<file path="src/sv/rwcp_pkg.sv">
// Shared types and constants for the RIFF/WAVE chunk parser.
// Used by the parsing back end and the top level.
package rwcp_pkg;

  localparam int OFFSET_BITS = 32;
  localparam int CMP_BITS = ((OFFSET_BITS > 32) ? OFFSET_BITS : 32) + 2;
  localparam int CFG_INDEX_BITS = 1;
  localparam int CFG_DATA_BITS = 32;

  localparam logic [CFG_INDEX_BITS-1:0] REG_TOTAL_BYTES = 1'd0;
  localparam logic [CFG_INDEX_BITS-1:0] REG_MIN_FORMAT_BYTES = 1'd1;

  localparam logic [31:0] TAG_RIFF = 32'h5249_4646;
  localparam logic [31:0] TAG_WAVE = 32'h5741_5645;
  localparam logic [31:0] TAG_FMT = 32'h666D_7420;
  localparam logic [31:0] TAG_DATA = 32'h6461_7461;

  localparam logic [31:0] HEADER_BYTES = 32'd12;
  localparam int CHUNK_HEAD_BYTES = 8;
  localparam logic [7:0] MIN_FORMAT_RESET = 8'd18;

  localparam logic [2:0] ROLE_HEADER = 3'd0;
  localparam logic [2:0] ROLE_ID = 3'd1;
  localparam logic [2:0] ROLE_SIZE = 3'd2;
  localparam logic [2:0] ROLE_FMT = 3'd3;
  localparam logic [2:0] ROLE_DATA = 3'd4;
  localparam logic [2:0] ROLE_OTHER = 3'd5;
  localparam logic [2:0] ROLE_PAD = 3'd6;
  localparam logic [2:0] ROLE_IGNORED = 3'd7;

  localparam logic [2:0] ST_OK = 3'd0;
  localparam logic [2:0] ST_TOO_SMALL = 3'd1;
  localparam logic [2:0] ST_BAD_TAG = 3'd2;
  localparam logic [2:0] ST_TRUNCATED = 3'd3;
  localparam logic [2:0] ST_NO_USABLE = 3'd4;

  typedef enum logic [4:0] {
    PH_HEADER  = 5'b00001,
    PH_ID      = 5'b00010,
    PH_SIZE    = 5'b00100,
    PH_PAYLOAD = 5'b01000,
    PH_PAD     = 5'b10000
  } phase_t;

  typedef enum logic [1:0] {
    KIND_OTHER = 2'd0,
    KIND_FMT   = 2'd1,
    KIND_DATA  = 2'd2
  } kind_t;

  typedef struct packed {
    logic [31:0] total_bytes;
    logic [7:0]  min_format_bytes;
  } cfg_t;

endpackage

</file>
<file path="src/sv/rwcp_byte_if.sv">
// Valid/ready channel carrying one file byte per beat.
// Stands alone; used by the top level, the queue and the parser.
interface rwcp_byte_if;
  logic       valid;
  logic       ready;
  logic [7:0] file_byte;

  modport source (output valid, output file_byte, input ready);
  modport sink (input valid, input file_byte, output ready);
endinterface

</file>
<file path="src/sv/rwcp_result_if.sv">
// Valid/ready channel carrying one tagged parse result per beat.
// Stands alone; used by the parser and the top level.
interface rwcp_result_if;
  logic        valid;
  logic        ready;
  logic [7:0]  byte_echo;
  logic [2:0]  byte_role;
  logic        finished;
  logic [2:0]  status;
  logic [31:0] data_start;
  logic [31:0] data_length;
  logic [31:0] format_length;

  modport source (output valid, output byte_echo, output byte_role, output finished,
                  output status, output data_start, output data_length,
                  output format_length, input ready);
  modport sink (input valid, input byte_echo, input byte_role, input finished,
                input status, input data_start, input data_length,
                input format_length, output ready);
endinterface

</file>
<file path="src/sv/rwcp_front.sv">
// Input front end: a two-entry byte queue that decouples acceptance from parsing.
// Depends on rwcp_byte_if.
module rwcp_front (
  input  logic         clk,
  input  logic         rst,
  rwcp_byte_if.sink    bytes,
  rwcp_byte_if.source  queue
);

  logic [7:0] mem [2];
  logic       wr_ptr;
  logic       rd_ptr;
  logic [1:0] count;
  logic       push;
  logic       pop;

  assign bytes.ready = (count != 2'd2);
  assign queue.valid = (count != 2'd0);
  assign queue.file_byte = mem[rd_ptr];
  assign push = bytes.valid && bytes.ready;
  assign pop = queue.valid && queue.ready;

  always_ff @(posedge clk) begin
    if (push) begin
      mem[wr_ptr] <= bytes.file_byte;
    end
  end

  always_ff @(posedge clk) begin
    if (rst) begin
      wr_ptr <= 1'b0;
      rd_ptr <= 1'b0;
      count <= 2'd0;
    end else begin
      if (push) begin
        wr_ptr <= ~wr_ptr;
      end
      if (pop) begin
        rd_ptr <= ~rd_ptr;
      end
      if (push && !pop) begin
        count <= count + 2'd1;
      end else if (pop && !push) begin
        count <= count - 2'd1;
      end
    end
  end

  a_count_bound: assert property (@(posedge clk) disable iff (rst) count <= 2'd2)
    else $error("Byte queue holds more than two entries.");

  a_count_track: assert property (@(posedge clk) disable iff (rst)
    push && !pop |=> count == $past(count) + 2'd1)
    else $error("Byte queue count missed a push.");

endmodule

</file>
<file path="src/sv/rwcp_back.sv">
// Parsing back end: walks the header and chunks one byte per cycle while results are
// accepted, and registers the tagged result. Depends on rwcp_pkg, rwcp_byte_if and rwcp_result_if.
module rwcp_back (
  input  logic                 clk,
  input  logic                 rst,
  input  rwcp_pkg::cfg_t       cfg,
  rwcp_byte_if.sink            queue,
  rwcp_result_if.source        results
);

  logic [rwcp_pkg::OFFSET_BITS-1:0] position, position_next;
  rwcp_pkg::phase_t phase, phase_next;
  logic [31:0] id_shift, id_shift_next;
  logic [31:0] size_shift, size_shift_next;
  logic [31:0] payload_left, payload_left_next;
  logic        pad_pending, pad_pending_next;
  rwcp_pkg::kind_t chunk_kind, chunk_kind_next;
  logic [31:0] fmt_size, fmt_size_next;
  logic [31:0] data_offset_reg, data_offset_next;
  logic [31:0] data_size_reg, data_size_next;
  logic [2:0]  error_code, error_code_next;
  logic        stopped, stopped_next;

  logic [2:0]  role;
  logic        fin;
  logic        pop;
  logic [7:0]  b;

  logic [rwcp_pkg::OFFSET_BITS:0] pos1;
  logic [rwcp_pkg::CMP_BITS-1:0]  total_w;
  logic        bnd_over;
  logic        pad_over;
  logic        trunc_over;
  logic [31:0] size_new;
  logic [31:0] left_dec;
  logic [31:0] fmt_eff;
  logic [31:0] data_eff;
  logic [2:0]  final_code;

  assign b = queue.file_byte;
  assign queue.ready = !results.valid || results.ready;
  assign pop = queue.valid && queue.ready;

  assign pos1 = {1'b0, position} + 1'b1;
  assign total_w = rwcp_pkg::CMP_BITS'(cfg.total_bytes);
  assign size_new = {b, size_shift[31:8]};
  assign left_dec = payload_left - 32'd1;

  assign bnd_over = (rwcp_pkg::CMP_BITS'(pos1) + rwcp_pkg::CMP_BITS'(rwcp_pkg::CHUNK_HEAD_BYTES))
                    > total_w;
  assign pad_over = (rwcp_pkg::CMP_BITS'(position)
                     + rwcp_pkg::CMP_BITS'(rwcp_pkg::CHUNK_HEAD_BYTES + 2)) > total_w;
  assign trunc_over = (rwcp_pkg::CMP_BITS'(pos1) + rwcp_pkg::CMP_BITS'(size_new)) > total_w;

  // The end check in the size phase sees the chunk that is being recorded.
  assign fmt_eff = (phase == rwcp_pkg::PH_SIZE && id_shift == rwcp_pkg::TAG_FMT)
                   ? size_new : fmt_size;
  assign data_eff = (phase == rwcp_pkg::PH_SIZE && id_shift == rwcp_pkg::TAG_DATA)
                    ? size_new : data_size_reg;
  assign final_code = (fmt_eff < {24'd0, cfg.min_format_bytes} || data_eff == 32'd0)
                      ? rwcp_pkg::ST_NO_USABLE : rwcp_pkg::ST_OK;

  always_comb begin
    position_next = position;
    phase_next = phase;
    id_shift_next = id_shift;
    size_shift_next = size_shift;
    payload_left_next = payload_left;
    pad_pending_next = pad_pending;
    chunk_kind_next = chunk_kind;
    fmt_size_next = fmt_size;
    data_offset_next = data_offset_reg;
    data_size_next = data_size_reg;
    error_code_next = error_code;
    stopped_next = stopped;
    role = rwcp_pkg::ROLE_IGNORED;
    fin = 1'b0;
    if (!stopped) begin
      position_next = position + 1'b1;
      case (phase)
        rwcp_pkg::PH_HEADER: begin
          role = rwcp_pkg::ROLE_HEADER;
          id_shift_next = {id_shift[23:0], b};
          if (position == '0 && cfg.total_bytes < rwcp_pkg::HEADER_BYTES) begin
            fin = 1'b1;
            error_code_next = rwcp_pkg::ST_TOO_SMALL;
          end else if (position == rwcp_pkg::OFFSET_BITS'(3)
                       && id_shift_next != rwcp_pkg::TAG_RIFF) begin
            fin = 1'b1;
            error_code_next = rwcp_pkg::ST_BAD_TAG;
          end else if (position == rwcp_pkg::OFFSET_BITS'(11)) begin
            if (id_shift_next != rwcp_pkg::TAG_WAVE) begin
              fin = 1'b1;
              error_code_next = rwcp_pkg::ST_BAD_TAG;
            end else if (bnd_over) begin
              fin = 1'b1;
              error_code_next = final_code;
            end else begin
              phase_next = rwcp_pkg::PH_ID;
              payload_left_next = 32'd4;
              id_shift_next = 32'd0;
              pad_pending_next = 1'b0;
            end
          end
        end
        rwcp_pkg::PH_ID: begin
          role = rwcp_pkg::ROLE_ID;
          id_shift_next = {id_shift[23:0], b};
          payload_left_next = left_dec;
          if (left_dec == 32'd0) begin
            phase_next = rwcp_pkg::PH_SIZE;
            payload_left_next = 32'd4;
            size_shift_next = 32'd0;
          end
        end
        rwcp_pkg::PH_SIZE: begin
          role = rwcp_pkg::ROLE_SIZE;
          size_shift_next = size_new;
          payload_left_next = left_dec;
          if (left_dec == 32'd0) begin
            if (trunc_over) begin
              fin = 1'b1;
              error_code_next = rwcp_pkg::ST_TRUNCATED;
            end else begin
              if (id_shift == rwcp_pkg::TAG_FMT) begin
                chunk_kind_next = rwcp_pkg::KIND_FMT;
                fmt_size_next = size_new;
              end else if (id_shift == rwcp_pkg::TAG_DATA) begin
                chunk_kind_next = rwcp_pkg::KIND_DATA;
                data_offset_next = 32'(pos1);
                data_size_next = size_new;
              end else begin
                chunk_kind_next = rwcp_pkg::KIND_OTHER;
              end
              if (size_new == 32'd0) begin
                if (bnd_over) begin
                  fin = 1'b1;
                  error_code_next = final_code;
                end else begin
                  phase_next = rwcp_pkg::PH_ID;
                  payload_left_next = 32'd4;
                  id_shift_next = 32'd0;
                  pad_pending_next = 1'b0;
                end
              end else begin
                phase_next = rwcp_pkg::PH_PAYLOAD;
                payload_left_next = size_new;
                pad_pending_next = size_new[0];
              end
            end
          end
        end
        rwcp_pkg::PH_PAYLOAD: begin
          if (chunk_kind == rwcp_pkg::KIND_FMT) begin
            role = rwcp_pkg::ROLE_FMT;
          end else if (chunk_kind == rwcp_pkg::KIND_DATA) begin
            role = rwcp_pkg::ROLE_DATA;
          end else begin
            role = rwcp_pkg::ROLE_OTHER;
          end
          if (payload_left != 32'd0) begin
            payload_left_next = left_dec;
          end
          if (payload_left_next == 32'd0) begin
            if (pad_pending) begin
              if (pad_over) begin
                fin = 1'b1;
                error_code_next = final_code;
              end else begin
                phase_next = rwcp_pkg::PH_PAD;
              end
            end else if (bnd_over) begin
              fin = 1'b1;
              error_code_next = final_code;
            end else begin
              phase_next = rwcp_pkg::PH_ID;
              payload_left_next = 32'd4;
              id_shift_next = 32'd0;
              pad_pending_next = 1'b0;
            end
          end
        end
        rwcp_pkg::PH_PAD: begin
          role = rwcp_pkg::ROLE_PAD;
          pad_pending_next = 1'b0;
          if (bnd_over) begin
            fin = 1'b1;
            error_code_next = final_code;
          end else begin
            phase_next = rwcp_pkg::PH_ID;
            payload_left_next = 32'd4;
            id_shift_next = 32'd0;
          end
        end
        default: begin
          role = rwcp_pkg::ROLE_IGNORED;
          fin = 1'b1;
          error_code_next = rwcp_pkg::ST_OK;
        end
      endcase
      if (fin) begin
        stopped_next = 1'b1;
      end
    end
  end

  always_ff @(posedge clk) begin
    if (rst) begin
      position <= '0;
      phase <= rwcp_pkg::PH_HEADER;
      id_shift <= 32'd0;
      size_shift <= 32'd0;
      payload_left <= 32'd0;
      pad_pending <= 1'b0;
      chunk_kind <= rwcp_pkg::KIND_OTHER;
      fmt_size <= 32'd0;
      data_offset_reg <= 32'd0;
      data_size_reg <= 32'd0;
      error_code <= rwcp_pkg::ST_OK;
      stopped <= 1'b0;
    end else if (pop) begin
      position <= position_next;
      phase <= phase_next;
      id_shift <= id_shift_next;
      size_shift <= size_shift_next;
      payload_left <= payload_left_next;
      pad_pending <= pad_pending_next;
      chunk_kind <= chunk_kind_next;
      fmt_size <= fmt_size_next;
      data_offset_reg <= data_offset_next;
      data_size_reg <= data_size_next;
      error_code <= error_code_next;
      stopped <= stopped_next;
    end
  end

  always_ff @(posedge clk) begin
    if (rst) begin
      results.valid <= 1'b0;
    end else if (pop) begin
      results.valid <= 1'b1;
    end else if (results.ready) begin
      results.valid <= 1'b0;
    end
  end

  always_ff @(posedge clk) begin
    if (pop) begin
      results.byte_echo <= b;
      results.byte_role <= role;
      results.finished <= fin;
      results.status <= stopped_next ? error_code_next : rwcp_pkg::ST_OK;
      results.data_start <= data_offset_next;
      results.data_length <= data_size_next;
      results.format_length <= fmt_size_next;
    end
  end

  a_stop_sticky: assert property (@(posedge clk) disable iff (rst) stopped |=> stopped)
    else $error("Parser left the stopped state without a reset.");

  a_fin_stops: assert property (@(posedge clk) disable iff (rst)
    pop && fin |=> stopped && results.valid && results.finished)
    else $error("Final byte did not stop the parser.");

  a_ignored_after_stop: assert property (@(posedge clk) disable iff (rst)
    pop && stopped |=> results.byte_role == rwcp_pkg::ROLE_IGNORED && !results.finished
                       && $stable(position))
    else $error("Byte after the end was not ignored.");

endmodule

</file>
<file path="src/sv/riff_wave_chunk_parser.sv">
// RIFF/WAVE chunk parser, top level: takes one file byte per beat and returns one
// tagged result per byte. A byte is accepted into a two-entry queue and its result
// is registered in the output register of the parsing back end; the sustained rate is
// one byte per cycle while results are accepted, set by the state update of the back end.
// Write total_bytes (index 0) and min_format_bytes (index 1, reset 18) while idle.
// Depends on rwcp_pkg, rwcp_byte_if, rwcp_result_if, rwcp_front and rwcp_back.
module riff_wave_chunk_parser (
  input  logic                                clk,
  input  logic                                rst,
  input  logic                                write_enable,
  input  logic [rwcp_pkg::CFG_INDEX_BITS-1:0] write_index,
  input  logic [rwcp_pkg::CFG_DATA_BITS-1:0]  write_data,
  rwcp_byte_if.sink                           bytes,
  rwcp_result_if.source                       results
);

  rwcp_pkg::cfg_t cfg;

  rwcp_byte_if queue ();

  always_ff @(posedge clk) begin
    if (rst) begin
      cfg.total_bytes <= 32'd0;
      cfg.min_format_bytes <= rwcp_pkg::MIN_FORMAT_RESET;
    end else if (write_enable) begin
      case (write_index)
        rwcp_pkg::REG_TOTAL_BYTES: cfg.total_bytes <= write_data[31:0];
        rwcp_pkg::REG_MIN_FORMAT_BYTES: cfg.min_format_bytes <= write_data[7:0];
        default: begin
        end
      endcase
    end
  end

  rwcp_front u_front (
    .clk   (clk),
    .rst   (rst),
    .bytes (bytes),
    .queue (queue.source)
  );

  rwcp_back u_back (
    .clk     (clk),
    .rst     (rst),
    .cfg     (cfg),
    .queue   (queue.sink),
    .results (results)
  );

endmodule
</file>
<file path="src/flat_wrapper.sv">
// flat-port wrapper written by rule: the top's interface ports become plain ports
module riff_wave_chunk_parser_flat 
  (clk, rst, write_enable, write_index, write_data, bytes_valid, bytes_file_byte, bytes_ready, results_valid, results_byte_echo, results_byte_role, results_finished, results_status, results_data_start, results_data_length, results_format_length, results_ready);
  rwcp_byte_if bytes_i ();
  rwcp_result_if results_i ();
  input  logic clk;
  input  logic rst;
  input  logic write_enable;
  input  logic [rwcp_pkg::CFG_INDEX_BITS-1:0] write_index;
  input  logic [rwcp_pkg::CFG_DATA_BITS-1:0] write_data;
  input wire logic [$bits(bytes_i.valid)-1:0] bytes_valid;
  input wire logic [$bits(bytes_i.file_byte)-1:0] bytes_file_byte;
  output wire logic [$bits(bytes_i.ready)-1:0] bytes_ready;
  output wire logic [$bits(results_i.valid)-1:0] results_valid;
  output wire logic [$bits(results_i.byte_echo)-1:0] results_byte_echo;
  output wire logic [$bits(results_i.byte_role)-1:0] results_byte_role;
  output wire logic [$bits(results_i.finished)-1:0] results_finished;
  output wire logic [$bits(results_i.status)-1:0] results_status;
  output wire logic [$bits(results_i.data_start)-1:0] results_data_start;
  output wire logic [$bits(results_i.data_length)-1:0] results_data_length;
  output wire logic [$bits(results_i.format_length)-1:0] results_format_length;
  input wire logic [$bits(results_i.ready)-1:0] results_ready;
  assign bytes_i.valid = bytes_valid;
  assign bytes_i.file_byte = bytes_file_byte;
  assign bytes_ready = bytes_i.ready;
  assign results_valid = results_i.valid;
  assign results_byte_echo = results_i.byte_echo;
  assign results_byte_role = results_i.byte_role;
  assign results_finished = results_i.finished;
  assign results_status = results_i.status;
  assign results_data_start = results_i.data_start;
  assign results_data_length = results_i.data_length;
  assign results_format_length = results_i.format_length;
  assign results_i.ready = results_ready;
  riff_wave_chunk_parser u_core (.clk(clk), .rst(rst), .write_enable(write_enable), .write_index(write_index), .write_data(write_data), .bytes(bytes_i), .results(results_i));
endmodule
</file>
<file path="config.mk">
export PLATFORM = sky130hd
export DESIGN_NAME = riff_wave_chunk_parser_flat
export DESIGN_NICKNAME = d
export VERILOG_FILES = /design/src/sv/rwcp_pkg.sv /design/src/sv/rwcp_byte_if.sv /design/src/sv/rwcp_result_if.sv /design/src/sv/rwcp_front.sv /design/src/sv/rwcp_back.sv /design/src/sv/riff_wave_chunk_parser.sv /design/src/flat_wrapper.sv
export SDC_FILE = /design/constraint.sdc
export NUM_CORES = 1
export LEC_CHECK = 0
export ABC_CLOCK_PERIOD_IN_PS = 10250
export BUFFER_PORTS_ARGS = -buffer_cell sky130_fd_sc_hd__buf_2
export CAP_MARGIN = 0
export CORE_ASPECT_RATIO = 1.4
export CORE_MARGIN = 1
export CORE_UTILIZATION = 32
export CTS_BUF_LIST = sky130_fd_sc_hd__clkbuf_4
export DETAILED_ROUTE_END_ITERATION = 6
export GPL_TIMING_DRIVEN = 0
export PLACE_DENSITY = 0.47
export SYNTH_ARGS = -nofsm -noshare
export SYNTH_HDL_FRONTEND = slang
export SYNTH_SLANG_ARGS = --single-unit
</file>
<file path="constraint.sdc">
create_clock -name clk -period 10.25 [get_ports clk]
set_clock_uncertainty 0.1 [all_clocks]
set_input_delay 2.05 -clock clk [delete_from_list [all_inputs] [get_ports clk]]
set_output_delay 2.05 -clock clk [all_outputs]
set_load 0.02 [all_outputs]
</file>
==> key figures, run 1 <==
STA
  • Hold Worst Slack: approximately 0.35 ns
  • Fmax: slightly above 0.1 GHz
  • Worst slew margin relative to its limit: -0.0401
  • Slew at the pin closest to its max-slew limit: 1.55 ns
  • Final Critical Period: 9.91 ns
  • Final worst path period share: 0.967
  • Max Transition Viols Final: 8
  • Final setup violation count: 0
  • Count of endpoints failing hold in the final timing report: 0

Power and ir drop
  • Internal power of the cells: about 0.0030 W
  • Total power density per cell area: 182 nW/um2
  • Sequential share of power: 0.413
  • Power share of the combinational group: 0.286
  • Worst vdd ir: ~0.12 mV
  • Standby leakage power: 10.6 nW
  • Power after layout: roughly 0.0049 W
  • Power dissipated by switching net loads: about 0.0018 W
  • Clock group share of total power: 0.301
  • Switching power share of the total: 0.375

Status
  • Outcome: complete, but fails checks
  • Violated checks: max-capacitance violations, max-slew violations

Die
  • Die X-Extent: 230 um
  • Area of the core region: 71800 um2
  • Rows: 116
  • Die boundary height: ~320 um
  • Io pins: ~160
  • Starting density of the core: 0.325
  • Floorplan die area: between 70000 and 80000 um2

Yosys
  • Post-synthesis sequential area ratio: 0.399
  • Post-synthesis net count: between 2k and 3k
  • Most common flop cell mapped by yosys: sky130_fd_sc_hd__dfxtp_1
  • Total of flip-flops plus latches after synthesis: approximately 400
  • Area of the mapped netlist: around 23000 um2
  • Number of enable flip-flop cells after synthesis: between 100 and 150
  • Area contributors post-synth: sky130_fd_sc_hd__dfxtp_1 (24%), sky130_fd_sc_hd__edfxtp_1 (16%), sky130_fd_sc_hd__ha_1 (7.9%)
  • Fraction of post-synthesis cell area in the top cell type by area: 0.235
  • Number of warnings printed during yosys synthesis: 0
  • Largest area contributor in the synthesized netlist: sky130_fd_sc_hd__dfxtp_1
  • Yosys cell types: 87
  • FFs w/ async S/R, synth: 0
  • Synthesized instance count: between 2k and 3k
  • Synthesized area divided by synthesized cell count: 8.77 um2

Critical path
  • Critical Path AT: around 10 ns
  • Biggest cell delay along the critical path: approximately 0.60 ns
  • Worst setup startpoint: u_core.u_back.position[1]
  • Crit end category: flop
  • Data required time at the worst endpoint: about 11 ns
  • Crit path max-delay family: simple AND/OR/NAND/NOR gates
  • Slowest cell on crit path: sky130_fd_sc_hd__or4b_4
  • Critical Path Start Type: flop
  • Number of buffers and inverters on the critical path: 4
  • Maximum net fanout on the critical path: 10
  • Critical path type: reg -> reg
  • Launch instance of the worst register-to-register path: u_core.u_back.position[1]

Routing
  • WL/cell: approximately 24 um
  • Iteration-0 DRC count of the detailed router: around 1.7k
  • Drt total wl: between 90000 and 100000 um
  • Via-to-Cell Ratio: about 5.5
  • Post-DRT Antenna Nets: 0
  • Detailed Routing Iterations Pass 1: 5
  • Remaining DRCs: 0
  • Via count: between 20k and 25k

Global routing
  • Global-route usage over all layers: 0.257
  • Sum of overflow across all layers after global routing: 0
  • Maximum number of pins on one net before global-route repair: 77
  • Number of global-route vias before repair: 21.6k
  • Number of antenna violations at the first check in global routing: 2
  • Wire length of the first global-routing pass: 140000 um

Finish
  • Non-Filler Instances: just under 4k
  • Top library cells by usage in the layout, fill and taps aside: sky130_fd_sc_hd__nand2_1 (350), sky130_fd_sc_hd__dfxtp_1 (274), sky130_fd_sc_hd__nor2_1 (216)
  • Most common cell after layout, fill and taps aside: sky130_fd_sc_hd__nand2_1
  • Max reg flops: 40
  • Core occupancy in the finished layout: 0.373
  • Largest register by flop count: u_core.cfg
  • Design Area, Final: about 27000 um2
  • Proportion of layout cells with a drive suffix above 1: 0.154
  • Final layout net count: 3118
  • Area added between synthesis and finish: 14.8%
  • Filler Cell Count: about 7.5k

Clock network
  • Clock-pin slew reported for the worst setup and hold paths after clock tree synthesis: approximately 0.07 ns
  • Total setup buffers inserted after CTS: 0
  • Number of buffers added by the clock tree synthesis step: about 100
  • Quantity of hold-fixing buffers added after cts: 0
  • TritonCTS Sinks: approximately 400
  • CTS tree: done
  • Clk root buf: sky130_fd_sc_hd__clkbuf_4
  • Later-pin clock latency in the skew report: 0.93 ns
  • Number of levels the H-tree was split into: 3
  • Maximum buffer depth of the clock tree: 3

Hold path
  • Classification of the worst-slack hold path: reg -> reg
  • Worst hold path startpoint: u_core.u_back.data_offset_reg[28]

Placement
  • Cells after DPL: roughly 3.8k
  • HPWL reported at the end of detailed placement: 76500 um
  • Final GP Congestion: about 0.96
  • Area post-placement: approximately 25000 um2
  • Count of buffers inserted at the top-level ports: about 160

Run
  • Max_cap viols: 1
## metal layers
| metal | vias up | wire length (um) | global-route usage |
|---|---|---|---|
| li1 | 10200 | - | - |
| met1 | 10400 | 36100 | 0.271 |
| met2 | 723 | 48000 | 0.450 |
| met3 | 251 | 3690 | 0.0336 |
| met4 | 0 | 8730 | 0.219 |
| met5 | - | 0 | 0 |
## power by group through the flow
stage               registers [W]  logic (W)  clock network (W)
floorplan                 0.00225   0.000599                  0
global placement          0.00208    0.00135                  0
detailed placement        0.00205    0.00139                  0
CTS                       0.00202    0.00139            0.00152
global route              0.00204    0.00148            0.00160
finish                    0.00201    0.00139            0.00147
## per-stage QoR
step / setup WS, ns / TNS [ns]
floorplan: 2.87 / 0
global placement: -0.0876 / -0.200
detailed placement: -0.00432 / -0.00432
CTS: 0.134 / 0
global route: -0.00198 / -0.00198
finish: 0.336 / 0
## repair_timing
| item | in CTS | in global routing |
|---|---|---|
| resized for setup | 2 | 5 |
| gates cloned | 0 | 0 |
| setup endpoints to repair | 6 | 186 |
## logic make-up after synthesis
kind of cell,Yosys count,share of synthesized area
AOI/OAI and AO/OA,603,0.165
buffers and inverters,268,0.0462
and+or+nand+nor,1004,0.213
adders and majority gates,149,0.0803
xor gates and xnor gates,147,0.0552
muxes,88,0.0410
DFF,401,0.399
## final cells by class
cell class	instances	area, um2	area share
Tap cell	944	1180	0.0441
Buffer	166	694	0.0259
Clock inverter	32	204	0.00761
Antenna cell	3	7.51	0.000280
Clock buffer	156	1170	0.0437
Multi-Input combinational cell	1991	13000	0.486
Timing Repair Buffer	161	840	0.0313
Sequential cell	401	9300	0.347
Inverter	100	378	0.0141
## path summary, 6_finish.rpt
check / cells after the start / slack (ns) / endpoint
worst min-delay path: 2 / 0.35 / u_core.u_back.data_offset_reg[28]
worst max register to register: 31 / 0.34 / u_core.u_back.results.format_length[31]
worst max-delay path: 31 / 0.34 / u_core.u_back.results.format_length[31]
worst min register to register: 2 / 0.35 / u_core.u_back.data_offset_reg[28]
## synthesized netlist by cell type (all sizes together) (35+ instances only)
| master | number |
|---|---|
| nand2 | 351 |
| dfxtp | 274 |
| nor2 | 216 |
| a21oi | 212 |
| ha | 148 |
| clkbuf | 133 |
| edfxtp | 127 |
| o21ai | 107 |
| inv | 100 |
| xnor2 | 99 |
| nor4 | 68 |
| nor3 | 66 |
| mux2 | 61 |
| nand3 | 55 |
| a22oi | 53 |
| nand4 | 53 |
| xor2 | 48 |
| a211oi | 47 |
| a21o | 36 |
| buf | 35 |
## tightest hold or removal path, delay by kind of cell, from the launching register on
kind / cells / cell delay (ns)
flops: 1 / 0.31
simple gates: 1 / 0.05
compound gates: 1 / 0.05
Note: power is estimated with default switching activity, not from simulation.
==> inputs of run 2 (changes only) <==
--- a/config.mk
+++ b/config.mk
@@ -15,6 +15,7 @@
 export DETAILED_ROUTE_END_ITERATION = 6
 export GPL_TIMING_DRIVEN = 0
 export PLACE_DENSITY = 0.47
+export SETUP_SLACK_MARGIN = 0.4
 export SYNTH_ARGS = -nofsm -noshare
 export SYNTH_HDL_FRONTEND = slang
 export SYNTH_SLANG_ARGS = --single-unit
==> key figures, run 2 (synthesis gave the netlist of run 1 again) <==
Die
  • Die boundary height: 321 um (unchanged)
  • Io pins: 159 (unchanged)
  • Starting density of the core: 0.325 (unchanged)
  • Rows: 116 (unchanged)
  • Floorplan die area: 74000 um2 (unchanged)
  • Area of the core region: 71800 um2 (unchanged)
  • Die X-Extent: 230 um (unchanged)

Clock network
  • Clk root buf: sky130_fd_sc_hd__clkbuf_4 (unchanged)
  • Number of levels the H-tree was split into: 3 (unchanged)
  • Maximum buffer depth of the clock tree: 3 (unchanged)
  • Number of buffers added by the clock tree synthesis step: 102 (unchanged)
  • Quantity of hold-fixing buffers added after cts: 0 (unchanged)
  • Later-pin clock latency in the skew report: 0.95 ns (was 0.93 ns)
  • Clock-pin slew reported for the worst setup and hold paths after clock tree synthesis: 0.06 ns (was 0.07 ns)
  • CTS tree: done (unchanged)
  • TritonCTS Sinks: 401 (unchanged)

STA
  • Hold Worst Slack: 0.352 ns (was 0.351 ns)
  • Worst slew margin relative to its limit: -0.0648 (was -0.0401)
  • Final Critical Period: 9.36 ns (was 9.91 ns)
  • Final setup violation count: 0 (unchanged)
  • Fmax: 0.107 GHz (was 0.101 GHz)
  • Count of endpoints failing hold in the final timing report: 0 (unchanged)
  • Final worst path period share: 0.914 (was 0.967)
  • Slew at the pin closest to its max-slew limit: 1.59 ns (was 1.55 ns)
  • Max Transition Viols Final: 8 (unchanged)
  • Unrepaired setup endpoints after global routing: false

Routing
  • Remaining DRCs: 0 (unchanged)
  • Iteration-0 DRC count of the detailed router: 1629 (was 1666)
  • Via-to-Cell Ratio: 5.47 (was 5.46)
  • WL/cell: 24.4 um (about the same)
  • Via count: 21.7k (was 21.6k)
  • Drt total wl: 96600 um (was 96500 um)
  • Post-DRT Antenna Nets: 0 (unchanged)
  • Detailed Routing Iterations Pass 1: 6 (was 5)

Finish
  • Most common cell after layout, fill and taps aside: sky130_fd_sc_hd__nand2_1 (unchanged)
  • Largest register by flop count: u_core.cfg (unchanged)
  • Top library cells by usage in the layout, fill and taps aside: sky130_fd_sc_hd__nand2_1 (350), sky130_fd_sc_hd__dfxtp_1 (274), sky130_fd_sc_hd__nor2_1 (215) (was sky130_fd_sc_hd__nand2_1 (350), sky130_fd_sc_hd__dfxtp_1 (274), sky130_fd_sc_hd__nor2_1 (216))
  • Area added between synthesis and finish: 15.1% (was 14.8%)
  • Max reg flops: 40 (unchanged)
  • Non-Filler Instances: 3959 (was 3954)
  • Proportion of layout cells with a drive suffix above 1: 0.157 (was 0.154)
  • Core occupancy in the finished layout: 0.374 (was 0.373)
  • Final layout net count: 3122 (was 3118)

Status
  • Outcome: complete, but fails checks (unchanged)
  • Violated checks: max-capacitance violations, max-slew violations (unchanged)

Global routing
  • Number of antenna violations at the first check in global routing: 2 (unchanged)
  • Number of global-route vias before repair: 21.6k (about the same)
  • Sum of overflow across all layers after global routing: 0 (unchanged)
  • Global-route usage over all layers: 0.257 (about the same)
  • Wire length of the first global-routing pass: 140000 um (about the same)
  • Maximum number of pins on one net before global-route repair: 77 (unchanged)

Power and ir drop
  • Power dissipated by switching net loads: 0.00183 W (about the same)
  • Clock group share of total power: 0.301 (about the same)
  • Worst vdd ir: 0.121 mV (was 0.122 mV)
  • Switching power share of the total: 0.375 (about the same)
  • Total power density per cell area: 182 nW/um2 (about the same)
  • Power share of the combinational group: 0.288 (was 0.286)
  • Internal power of the cells: 0.00306 W (was 0.00305 W)
  • Standby leakage power: 10.6 nW (about the same)
  • Sequential share of power: 0.412 (was 0.413)

Placement
  • Final GP Congestion: 0.961 (unchanged)
  • HPWL reported at the end of detailed placement: 76500 um (unchanged)
  • Cells after DPL: 3765 (unchanged)
  • Count of buffers inserted at the top-level ports: 157 (unchanged)

Critical path
  • Crit end category: flop (unchanged)
  • Critical Path Start Type: flop (unchanged)
  • Biggest cell delay along the critical path: 1.08 ns (was 0.60 ns)
  • Data required time at the worst endpoint: 10.84 ns (was 10.72 ns)
  • Critical path type: reg -> reg (unchanged)
  • Maximum net fanout on the critical path: 10 (unchanged)
  • Critical Path AT: 9.95 ns (was 10.39 ns)
  • Slowest cell on crit path: sky130_fd_sc_hd__xnor2_1 (was sky130_fd_sc_hd__or4b_4)

Hold path
  • Classification of the worst-slack hold path: reg -> reg (unchanged)

Run
  • Max_cap viols: 1 (unchanged)
==> run 2: final cells by class <==
class / count / area [um2]
clock inverters: 32 / 204
well taps: 944 / 1180
clock buffers: 156 / 1170
diodes: 4 / 10.0
inverters: 100 / 378
flip-flops and latches: 401 / 9300
repair buffers: 163 / 855
multi-input cells: 1991 / 13000
fillers: 7517 / 45000
plain buffers: 168 / 708
==> run 2: critical path: cells and delay by family (launching register included) <==
| family | cells | cell delay, ns |
|---|---|---|
| flip-flops | 1 | 0.36 |
| adder cells (fa/ha/maj) | 3 | 1.08 |
| buffers and inverters | 3 | 0.91 |
| AO/OA/AOI/OAI | 9 | 2.36 |
| AND/OR/NAND/NOR | 12 | 3.11 |
| XOR/XNOR | 2 | 1.19 |
==> run 2: repair_timing <==
item                       CTS  global route
resized for setup            9            12
setup buffers                0             2
pin swaps                    0             1
setup endpoints to repair  186           186
==> run 2: worst paths after layout <==
check / from / to / slack (ns) / cells after the start
setup / recovery: u_core.u_back.position[1] / u_core.u_back.results.format_length[1] / 0.89 / 29
hold / removal: u_core.u_back.data_offset_reg[28] / u_core.u_back.data_offset_reg[28] / 0.35 / 2
setup reg to reg: u_core.u_back.position[1] / u_core.u_back.results.format_length[1] / 0.89 / 29
hold reg to reg: u_core.u_back.data_offset_reg[28] / u_core.u_back.data_offset_reg[28] / 0.35 / 2
==> run 2: power by group through the flow <==
stage	clock, W	sequential (W)	combinational [W]
final	0.00147	0.00201	0.00141
after global routing	0.00160	0.00204	0.00149
after CTS	0.00152	0.00202	0.00140
after detailed placement	0	0.00205	0.00139
after global placement	0	0.00208	0.00135
after floorplan	0	0.00225	0.000599
==> run 2: layer usage <==
metal	up-vias	track usage	part of all wire
met3	256	0.0336	0.037
met2	723	0.451	0.50
met4	0	0.217	0.092
met1	10400	0.272	0.38
li1	10200	-	-
met5	-	0	0
==> run 2: through the flow <==
stage	setup TNS (ns)	setup slack, ns	area (um2)	total power, W
2_1_floorplan	0	2.87	23300	0.00285
3_3_place_gp	-0.200	-0.0876	25300	0.00343
3_5_place_dp	-0.00432	-0.00432	25400	0.00344
4_1_cts	0	0.426	26800	0.00494
5_1_grt	0	0.460	26800	0.00513
6_report	0	0.886	26800	0.00489
